## src/cnsv_pkg.sv

```systemverilog
// Shared types, constants and field layout for the cross neighborhood sorted vector block.
`timescale 1ns / 1ps

package cnsv_pkg;

	// Field widths.
	localparam int COORD_BITS = 12;
	localparam int CFG_BITS   = 13;
	localparam int VAL_BITS   = 8;
	localparam int SUM_BITS   = 11;
	localparam int NUM_LANES  = 5;
	localparam int CNT_BITS   = 3;
	localparam int RANK_BITS  = 3;

	// Stream payload widths (whole bytes).
	localparam int IN_TDATA_W  = 64;
	localparam int OUT_TDATA_W = 56;

	// Reset values of the image size registers.
	localparam logic [CFG_BITS-1:0] WIDTH_RESET  = 13'd640;
	localparam logic [CFG_BITS-1:0] HEIGHT_RESET = 13'd480;

	// Register indexes on the configuration port.
	localparam logic CFG_IMAGE_WIDTH  = 1'b0;
	localparam logic CFG_IMAGE_HEIGHT = 1'b1;

	// Reciprocals for the floor average: t/3 = (t*2731)>>13, t/5 = (t*3277)>>14,
	// exact for every sum the neighborhood can produce.
	localparam int PROD_BITS  = 23;
	localparam logic [11:0] RECIP3 = 12'd2731;
	localparam logic [11:0] RECIP5 = 12'd3277;

	// Which neighbor a lane checks.
	typedef enum logic [2:0] {
		DIR_CENTER,
		DIR_LEFT,
		DIR_RIGHT,
		DIR_UP,
		DIR_DOWN
	} lane_dir_t;

	typedef logic [NUM_LANES-1:0][VAL_BITS-1:0]  val_vec_t;
	typedef logic [NUM_LANES-1:0][RANK_BITS-1:0] rank_vec_t;

	// Per-stage load strobes of the pipeline.
	typedef struct packed {
		logic s1;
		logic s2;
		logic s3;
		logic s4;
		logic s5;
		logic s6;
	} pipe_ld_t;

endpackage

```

## src/cnsv_lane.sv

```systemverilog
// One neighbor lane: bounds check of its position and first pipeline register.
`timescale 1ns / 1ps

module cnsv_lane (
	input  logic                                clk,
	input  logic                                ld,
	input  cnsv_pkg::lane_dir_t                 dir,
	input  logic [cnsv_pkg::COORD_BITS-1:0]     pos_x,
	input  logic [cnsv_pkg::COORD_BITS-1:0]     pos_y,
	input  logic [cnsv_pkg::CFG_BITS-1:0]       image_width,
	input  logic [cnsv_pkg::CFG_BITS-1:0]       image_height,
	input  logic [cnsv_pkg::VAL_BITS-1:0]       value,
	output logic                                oob_s1,
	output logic [cnsv_pkg::VAL_BITS-1:0]       value_s1
);
	import cnsv_pkg::*;

	logic [COORD_BITS:0] px;
	logic [COORD_BITS:0] py;
	logic                wrap;
	logic                oob;

	// Neighbor position; x+1 and y+1 keep their carry, x-1 and y-1 at zero are flagged.
	always_comb begin
		px   = {1'b0, pos_x};
		py   = {1'b0, pos_y};
		wrap = 1'b0;
		unique case (dir)
			DIR_CENTER: begin
			end
			DIR_LEFT: begin
				px   = {1'b0, pos_x} - 1'b1;
				wrap = (pos_x == '0);
			end
			DIR_RIGHT: begin
				px = {1'b0, pos_x} + 1'b1;
			end
			DIR_UP: begin
				py   = {1'b0, pos_y} - 1'b1;
				wrap = (pos_y == '0);
			end
			DIR_DOWN: begin
				py = {1'b0, pos_y} + 1'b1;
			end
			default: begin
				wrap = 1'b1;
			end
		endcase
		oob = wrap || (px >= image_width) || (py >= image_height);
	end

	// Stage 1 register.
	always_ff @(posedge clk) begin
		if (ld) begin
			oob_s1   <= oob;
			value_s1 <= value;
		end
	end

endmodule

```

## src/cnsv_fill.sv

```systemverilog
// Merge of the lane results: in-bounds sum and count, floor average, and fill.
`timescale 1ns / 1ps

module cnsv_fill (
	input  logic                              clk,
	input  cnsv_pkg::pipe_ld_t                ld,
	input  cnsv_pkg::val_vec_t                vals_s1,
	input  logic [cnsv_pkg::NUM_LANES-1:0]    oob_s1,
	output cnsv_pkg::val_vec_t                vals_s4,
	output logic [cnsv_pkg::SUM_BITS-1:0]     sum_s4
);
	import cnsv_pkg::*;

	logic [SUM_BITS-1:0]  total;
	logic [CNT_BITS-1:0]  count;
	logic [SUM_BITS-1:0]  total_s2;
	logic [CNT_BITS-1:0]  count_s2;
	val_vec_t             vals_s2;
	logic [NUM_LANES-1:0] oob_s2;
	logic [PROD_BITS-1:0] prod3;
	logic [PROD_BITS-1:0] prod5;
	logic [VAL_BITS-1:0]  avg;
	logic [VAL_BITS-1:0]  avg_s3;
	val_vec_t             vals_s3;
	logic [NUM_LANES-1:0] oob_s3;
	val_vec_t             filled;
	logic [SUM_BITS-1:0]  filled_sum;

	// Sum and count of the in-bounds values.
	always_comb begin
		total = '0;
		count = '0;
		for (int i = 0; i < NUM_LANES; i++) begin
			if (!oob_s1[i]) begin
				total = total + SUM_BITS'(vals_s1[i]);
				count = count + 1'b1;
			end
		end
	end

	always_ff @(posedge clk) begin
		if (ld.s2) begin
			total_s2 <= total;
			count_s2 <= count;
			vals_s2  <= vals_s1;
			oob_s2   <= oob_s1;
		end
	end

	// Floor average by the count; no in-bounds value gives zero.
	always_comb begin
		prod3 = PROD_BITS'(total_s2) * PROD_BITS'(RECIP3);
		prod5 = PROD_BITS'(total_s2) * PROD_BITS'(RECIP5);
		case (count_s2)
			3'd1:    avg = total_s2[VAL_BITS-1:0];
			3'd2:    avg = total_s2[VAL_BITS:1];
			3'd3:    avg = prod3[VAL_BITS+12:13];
			3'd4:    avg = total_s2[VAL_BITS+1:2];
			3'd5:    avg = prod5[VAL_BITS+13:14];
			default: avg = '0;
		endcase
	end

	always_ff @(posedge clk) begin
		if (ld.s3) begin
			avg_s3  <= avg;
			vals_s3 <= vals_s2;
			oob_s3  <= oob_s2;
		end
	end

	// Replace every out-of-bounds value by the average and sum the result.
	always_comb begin
		filled_sum = '0;
		for (int i = 0; i < NUM_LANES; i++) begin
			filled[i]  = oob_s3[i] ? avg_s3 : vals_s3[i];
			filled_sum = filled_sum + SUM_BITS'(filled[i]);
		end
	end

	always_ff @(posedge clk) begin
		if (ld.s4) begin
			vals_s4 <= filled;
			sum_s4  <= filled_sum;
		end
	end

endmodule

```

## src/cnsv_sort.sv

```systemverilog
// Descending sort of the five filled values by rank counting, then placement.
`timescale 1ns / 1ps

module cnsv_sort (
	input  logic                              clk,
	input  cnsv_pkg::pipe_ld_t                ld,
	input  cnsv_pkg::val_vec_t                vals_s4,
	input  logic [cnsv_pkg::SUM_BITS-1:0]     sum_s4,
	output cnsv_pkg::val_vec_t                sorted_s6,
	output logic [cnsv_pkg::SUM_BITS-1:0]     sum_s6
);
	import cnsv_pkg::*;

	rank_vec_t           rank;
	rank_vec_t           rank_s5;
	val_vec_t            vals_s5;
	logic [SUM_BITS-1:0] sum_s5;
	val_vec_t            placed;

	// Rank of each value: larger values go first, equal values keep their lane order.
	always_comb begin
		for (int i = 0; i < NUM_LANES; i++) begin
			rank[i] = '0;
			for (int j = 0; j < NUM_LANES; j++) begin
				if ((j != i) && ((vals_s4[j] > vals_s4[i]) ||
				    ((j < i) && (vals_s4[j] == vals_s4[i])))) begin
					rank[i] = rank[i] + 1'b1;
				end
			end
		end
	end

	always_ff @(posedge clk) begin
		if (ld.s5) begin
			rank_s5 <= rank;
			vals_s5 <= vals_s4;
			sum_s5  <= sum_s4;
		end
	end

	// Each output slot takes the value whose rank matches it.
	always_comb begin
		for (int k = 0; k < NUM_LANES; k++) begin
			placed[k] = '0;
			for (int i = 0; i < NUM_LANES; i++) begin
				if (rank_s5[i] == RANK_BITS'(k)) begin
					placed[k] = vals_s5[i];
				end
			end
		end
	end

	always_ff @(posedge clk) begin
		if (ld.s6) begin
			sorted_s6 <= placed;
			sum_s6    <= sum_s5;
		end
	end

endmodule

```

## src/cross_neighborhood_sorted_vector.sv

```systemverilog
// Top level of the cross neighborhood sorted vector block.
//
//  Channel  | Direction | Payload
//  ---------+-----------+---------------------------------------------------------
//  s_axis   | in        | pos_x, pos_y, center, left, right, up, down values
//  m_axis   | out       | five values sorted largest first, and their sum
//  cfg      | in        | write of image_width (index 0) or image_height (index 1)
//
// One request is taken every cycle while the output is not stalled; its result is
// offered at the end of the six-stage pipeline (lane check, sum, average, fill,
// rank, place).
// Every stage has its own valid bit, so a stalled output only stops the stages
// behind it once they are full; bubbles are squeezed out meanwhile.
// Reset clears the valid bits and loads 640 by 480 into the size registers.
`timescale 1ns / 1ps

module cross_neighborhood_sorted_vector (
	input  logic                                 clk,
	input  logic                                 arst_n,
	// Input stream.
	input  logic                                 s_axis_tvalid,
	output logic                                 s_axis_tready,
	// pos_x[11:0], pos_y[23:12], center_value[31:24], left_value[39:32],
	// right_value[47:40], up_value[55:48], down_value[63:56]
	input  logic [cnsv_pkg::IN_TDATA_W-1:0]      s_axis_tdata,
	// Output stream.
	output logic                                 m_axis_tvalid,
	input  logic                                 m_axis_tready,
	// sorted_first[7:0], sorted_second[15:8], sorted_third[23:16],
	// sorted_fourth[31:24], sorted_fifth[39:32], vector_sum[50:40], zero[55:51]
	output logic [cnsv_pkg::OUT_TDATA_W-1:0]     m_axis_tdata,
	// Configuration write port.
	input  logic                                 cfg_wr_en,
	input  logic                                 cfg_index,
	input  logic [cnsv_pkg::CFG_BITS-1:0]        cfg_data
);
	import cnsv_pkg::*;

	logic [CFG_BITS-1:0]   width_q;
	logic [CFG_BITS-1:0]   height_q;
	logic [COORD_BITS-1:0] pos_x;
	logic [COORD_BITS-1:0] pos_y;
	val_vec_t              in_vals;
	val_vec_t              vals_s1;
	logic [NUM_LANES-1:0]  oob_s1;
	val_vec_t              vals_s4;
	logic [SUM_BITS-1:0]   sum_s4;
	val_vec_t              sorted_s6;
	logic [SUM_BITS-1:0]   sum_s6;
	logic [6:1]            valid_q;
	logic [6:1]            rdy;
	pipe_ld_t              ld;
	lane_dir_t             lane_dir [NUM_LANES];

	// Image size registers.
	always_ff @(posedge clk or negedge arst_n) begin
		if (!arst_n) begin
			width_q  <= WIDTH_RESET;
			height_q <= HEIGHT_RESET;
		end else if (cfg_wr_en) begin
			unique case (cfg_index)
				CFG_IMAGE_WIDTH:  width_q  <= cfg_data;
				CFG_IMAGE_HEIGHT: height_q <= cfg_data;
			endcase
		end
	end

	// Unpack the input request.
	assign pos_x      = s_axis_tdata[11:0];
	assign pos_y      = s_axis_tdata[23:12];
	assign in_vals[0] = s_axis_tdata[31:24];
	assign in_vals[1] = s_axis_tdata[39:32];
	assign in_vals[2] = s_axis_tdata[47:40];
	assign in_vals[3] = s_axis_tdata[55:48];
	assign in_vals[4] = s_axis_tdata[63:56];

	// A stage moves on when it is empty or the stage after it moves on.
	always_comb begin
		rdy[6] = !valid_q[6] || m_axis_tready;
		for (int k = 5; k >= 1; k--) begin
			rdy[k] = !valid_q[k] || rdy[k+1];
		end
		ld.s1 = s_axis_tvalid && rdy[1];
		ld.s2 = valid_q[1] && rdy[2];
		ld.s3 = valid_q[2] && rdy[3];
		ld.s4 = valid_q[3] && rdy[4];
		ld.s5 = valid_q[4] && rdy[5];
		ld.s6 = valid_q[5] && rdy[6];
	end

	always_ff @(posedge clk or negedge arst_n) begin
		if (!arst_n) begin
			valid_q <= '0;
		end else begin
			if (rdy[1]) valid_q[1] <= s_axis_tvalid;
			for (int k = 2; k <= 6; k++) begin
				if (rdy[k]) valid_q[k] <= valid_q[k-1];
			end
		end
	end

	assign s_axis_tready = rdy[1];

	// One lane for each neighbor.
	assign lane_dir[0] = DIR_CENTER;
	assign lane_dir[1] = DIR_LEFT;
	assign lane_dir[2] = DIR_RIGHT;
	assign lane_dir[3] = DIR_UP;
	assign lane_dir[4] = DIR_DOWN;

	for (genvar g = 0; g < NUM_LANES; g++) begin : g_lane
		cnsv_lane u_lane (
			.clk          (clk),
			.ld           (ld.s1),
			.dir          (lane_dir[g]),
			.pos_x        (pos_x),
			.pos_y        (pos_y),
			.image_width  (width_q),
			.image_height (height_q),
			.value        (in_vals[g]),
			.oob_s1       (oob_s1[g]),
			.value_s1     (vals_s1[g])
		);
	end

	cnsv_fill u_fill (
		.clk     (clk),
		.ld      (ld),
		.vals_s1 (vals_s1),
		.oob_s1  (oob_s1),
		.vals_s4 (vals_s4),
		.sum_s4  (sum_s4)
	);

	cnsv_sort u_sort (
		.clk       (clk),
		.ld        (ld),
		.vals_s4   (vals_s4),
		.sum_s4    (sum_s4),
		.sorted_s6 (sorted_s6),
		.sum_s6    (sum_s6)
	);

	// Pack the result.
	assign m_axis_tvalid = valid_q[6];
	assign m_axis_tdata  = {5'b0, sum_s6, sorted_s6[4], sorted_s6[3], sorted_s6[2],
	                        sorted_s6[1], sorted_s6[0]};

endmodule

```

## config.mk

```make
export PLATFORM = sky130hd
export DESIGN_NAME = cross_neighborhood_sorted_vector
export DESIGN_NICKNAME = d
export VERILOG_FILES = /design/src/cnsv_pkg.sv /design/src/cnsv_lane.sv /design/src/cnsv_fill.sv /design/src/cnsv_sort.sv /design/src/cross_neighborhood_sorted_vector.sv
export SDC_FILE = /design/constraint.sdc
export NUM_CORES = 1
export LEC_CHECK = 0
export ABC_AREA = 1
export BUFFER_PORTS_ARGS = -buffer_cell sky130_fd_sc_hd__buf_2
export CAP_MARGIN = 20
export CORE_MARGIN = 3
export CORE_UTILIZATION = 60
export CTS_BUF_LIST = sky130_fd_sc_hd__clkbuf_8 sky130_fd_sc_hd__clkbuf_16
export DETAILED_ROUTE_END_ITERATION = 12
export GPL_TIMING_DRIVEN = 1
export PLACE_DENSITY_LB_ADDON = 0.12
export SLEW_MARGIN = 20
export SYNTH_ARGS = -nofsm -noshare
export SYNTH_HDL_FRONTEND = slang
export SYNTH_SLANG_ARGS = --single-unit
```

## constraint.sdc

```tcl
create_clock -name clk -period 7.7 [get_ports clk]
set_clock_uncertainty 0.05 [all_clocks]
set_input_delay 0.385 -clock clk [delete_from_list [all_inputs] [get_ports clk]]
set_output_delay 0.385 -clock clk [all_outputs]
set_load 0.02 [all_outputs]
```

==> results.toml <==
[floorplanning]
core_region_area_um2 = 42230
initial_core_util = 0.6108
die_area_um2 = 45520
pin_count = 141
die_w_um = 213.3
num_rows = 75
die_y_um = 213.3

[detailed_routing]
drt_iter0_markers = 1444
drtPass1Iterations = 6
drc = 0
num_vias = 19680
wl_um = 61820
wl_met2_um = 29600
top_layer = "met4"
wl_per_cell_um = 17.56
ant_nets = 0
viasPerCell = 5.590
met3_length_um = 2935
wirelength_met1_um = 26960

[timing]
setup_violations = 0
post-route-period-util = 0.7276
layout_setup_ws_ns = 2.097
period_needed_ns = 5.603
finalMaxSlewViolations = 0
final_hold_viol_count = 0
relSlewSlack = 0.2865
worst_pin_slew_ns = 1.066
tns_ns = 0
rsz0062_at_grt = "false"
max_freq_mhz = 178.5

[worst_setup_path]
worstReg2RegEnd = "u_fill.total_s2[9]$_DFFE_PP_"
crit_buf_inv = 6
ff2ff_setup_slack_ns = 2.10
r2r-start = "g_lane[0].u_lane.oob_s1$_DFFE_PP_"
slowest_stage = "edfxtp_1"
crit_top_cell = "nand2_1"
max_stage_delay_ns = 0.51
cp-end-kind = "register"
start_kind = "register"
cpLargestDelayFamily = "adder cells"
rr_worst_depth = 32
crit_fanout = 9
path_class = "register to register"
worstPathRequired_ns = 7.97
arrival_ns = 5.87
startpoint = "g_lane[0].u_lane.oob_s1$_DFFE_PP_"

[worst_hold_path]
hp-start = "cfg_data[7]"
hold_path.class = "input port to register"
worstHoldPathCells = 3
min_to = "height_q[7]$_DFFE_PN1P_"

[global_route]
antenna_found_initial = 0
grt_pass1_wl_um = 98860
grt_overflow = 0
grt.total_usage = 0.2756
grt_pass1_vias = 19380
grt_max_degree = 67

[finish]
layout-drive-gt1-share = 0.08887
diodes = 0
mostFrequentLayoutCells = "nand2_1 (486), inv_1 (461), ha_1 (344), edfxtp_1 (325), a21oi_1 (185)"
syn_to_final_growth_pct = 11.79
final_nets = 3464
final_common_cell = "nand2_1"

[yosys]
synth_seq_area_share = 0.4097
synth_seq_cells = 357
post_synth_inst_count = 2763
synthFlopType = "edfxtp_1"
synthTopCellsByArea = "edfxtp_1 (38%), ha_1 (17%), nand2_1 (7.1%)"
synth_edf_count = 325
yosysTopAreaCell = "edfxtp_1"
yosysWarnings = 0
synth_area_um2 = 25790
syn_avg_cell_area_um2 = 9.336
synth_cell_types = 54
synthArstFlopShare = 0.08964
synth_top_cell_area_share = 0.3783

[clock_tree]
clk-insertion-delay-late_ns = 0.56
cts_tree = "yes"
cts-htree-levels = 2
clock_path_buffers = 3
numCtsBuffers = 40
cts_root_buf = "clkbuf_16"
clock_sinks = 357
clk_transition_reported_paths_ns = 0.06

[job]
drv_cap = 0

[placed_design]
io_buffer_count = 135
preCtsSetupSlack_ns = 2.116
gp_congestion = 0.9243
hpwl_um = 49820

[status]
outcome = "finished clean"
layout make-up:
cell class                 count  area [um^2]
fill                        3313        13390
multi-input combinational   1903        13340
sequential                   357        10570
inverter                     465         1745
timing repair buffer         186         1161
clock buffer                  40         1001
tap                          539        674.4
clock inverter                31        350.3
logic make-up after synthesis:
| kind of cell | synth area share |
|---|---|
| adder cells (fa/ha/maj) | 0.2321 |
| other | 0.0001454 |
| flip-flops | 0.4097 |
| multiplexers | 0.0008730 |
| AO/OA/AOI/OAI | 0.1022 |
| buffers and inverters | 0.07538 |
| XOR/XNOR | 0.02716 |
| AND/OR/NAND/NOR | 0.1526 |
state kept, by name (all words and copies together), names as in the netlist, 6 cells and up:
| register | flops |
|---|---|
| g_lane.u_lane.value_s1 | 40 |
| u_fill.vals_s2 | 40 |
| u_fill.vals_s3 | 40 |
| u_fill.vals_s4 | 40 |
| u_sort.sorted_s6 | 40 |
| u_sort.vals_s5 | 40 |
| u_sort.rank_s5 | 15 |
| height_q | 13 |
| width_q | 13 |
| u_fill.sum_s4 | 11 |
| u_fill.total_s2 | 11 |
| u_sort.sum_s5 | 11 |
| u_sort.sum_s6 | 11 |
| u_fill.avg_s3 | 8 |
| valid_q | 6 |
through the flow:
| stage | instance area [um^2] | hold WS (ns) | instances | utilization |
|---|---|---|---|---|
| after global routing | 28840 | 0.04894 | 3521 | 0.6828 |
| after detailed placement | 27070 | 0.3545 | 3409 | 0.6410 |
| final | 28840 | 0.03476 | 3521 | 0.6828 |
| after floorplan | 25810 | 0.03941 | 2767 | - |
| after global placement | 27070 | 0.3507 | 3409 | 0.6410 |
| after CTS | 28830 | 0.004954 | 3521 | 0.6827 |
layer usage:
layer  vias up  track usage
li1       9765            -
met4         0       0.1021
met2       561       0.4665
met1      9239       0.3697
met5         -            0
met3       118      0.03248
worst reg2reg max path, delay by kind of cell (launching register included):
| family | cells | cell delay [ns] |
|---|---|---|
| flip-flops | 1 | 0.51 |
| buffers and inverters | 6 | 0.46 |
| AO/OA/AOI/OAI | 3 | 0.79 |
| AND/OR/NAND/NOR | 17 | 1.58 |
| adder cells (fa/ha/maj) | 5 | 1.84 |
| XOR/XNOR | 1 | 0.15 |
cells in the mapped netlist (6+ instances only):
library cell	number
nand2_1	486
inv_1	461
ha_1	344
edfxtp_1	325
a21oi_1	185
o21ai_0	168
nor2_1	165
nand3_1	144
fa_1	84
xor2_1	69
a31oi_1	48
nor3_1	30
o211ai_1	29
nand4_1	28
clkbuf_1	26
dfrtp_1	26
xnor2_1	11
nand3b_1	10
or2_2	10
buf_2	9
nand2_2	8
nor3_2	8
nor4_1	7
a21boi_0	6
buf_4	6
dfstp_2	6
o22ai_1	6
timing repair:
action                    in CTS  in global routing
resized for setup              0                  0
buffers inserted               0                  0
hold buffers                  41                  0
hold endpoints to repair      66                  0
worst max-delay path by stage:
stage,end,cells after the start
floorplan,u_fill.total_s2[9]$_DFFE_PP_,32
global placement,u_fill.total_s2[9]$_DFFE_PP_,32
detailed placement,u_fill.total_s2[9]$_DFFE_PP_,32
CTS,u_fill.total_s2[9]$_DFFE_PP_,32
global route,u_fill.total_s2[9]$_DFFE_PP_,32
finish,u_fill.total_s2[9]$_DFFE_PP_,32
Power is left out: the tool's default activity adds up to more than one toggle a clock period on the data nets, which glitch-free logic cannot reach.
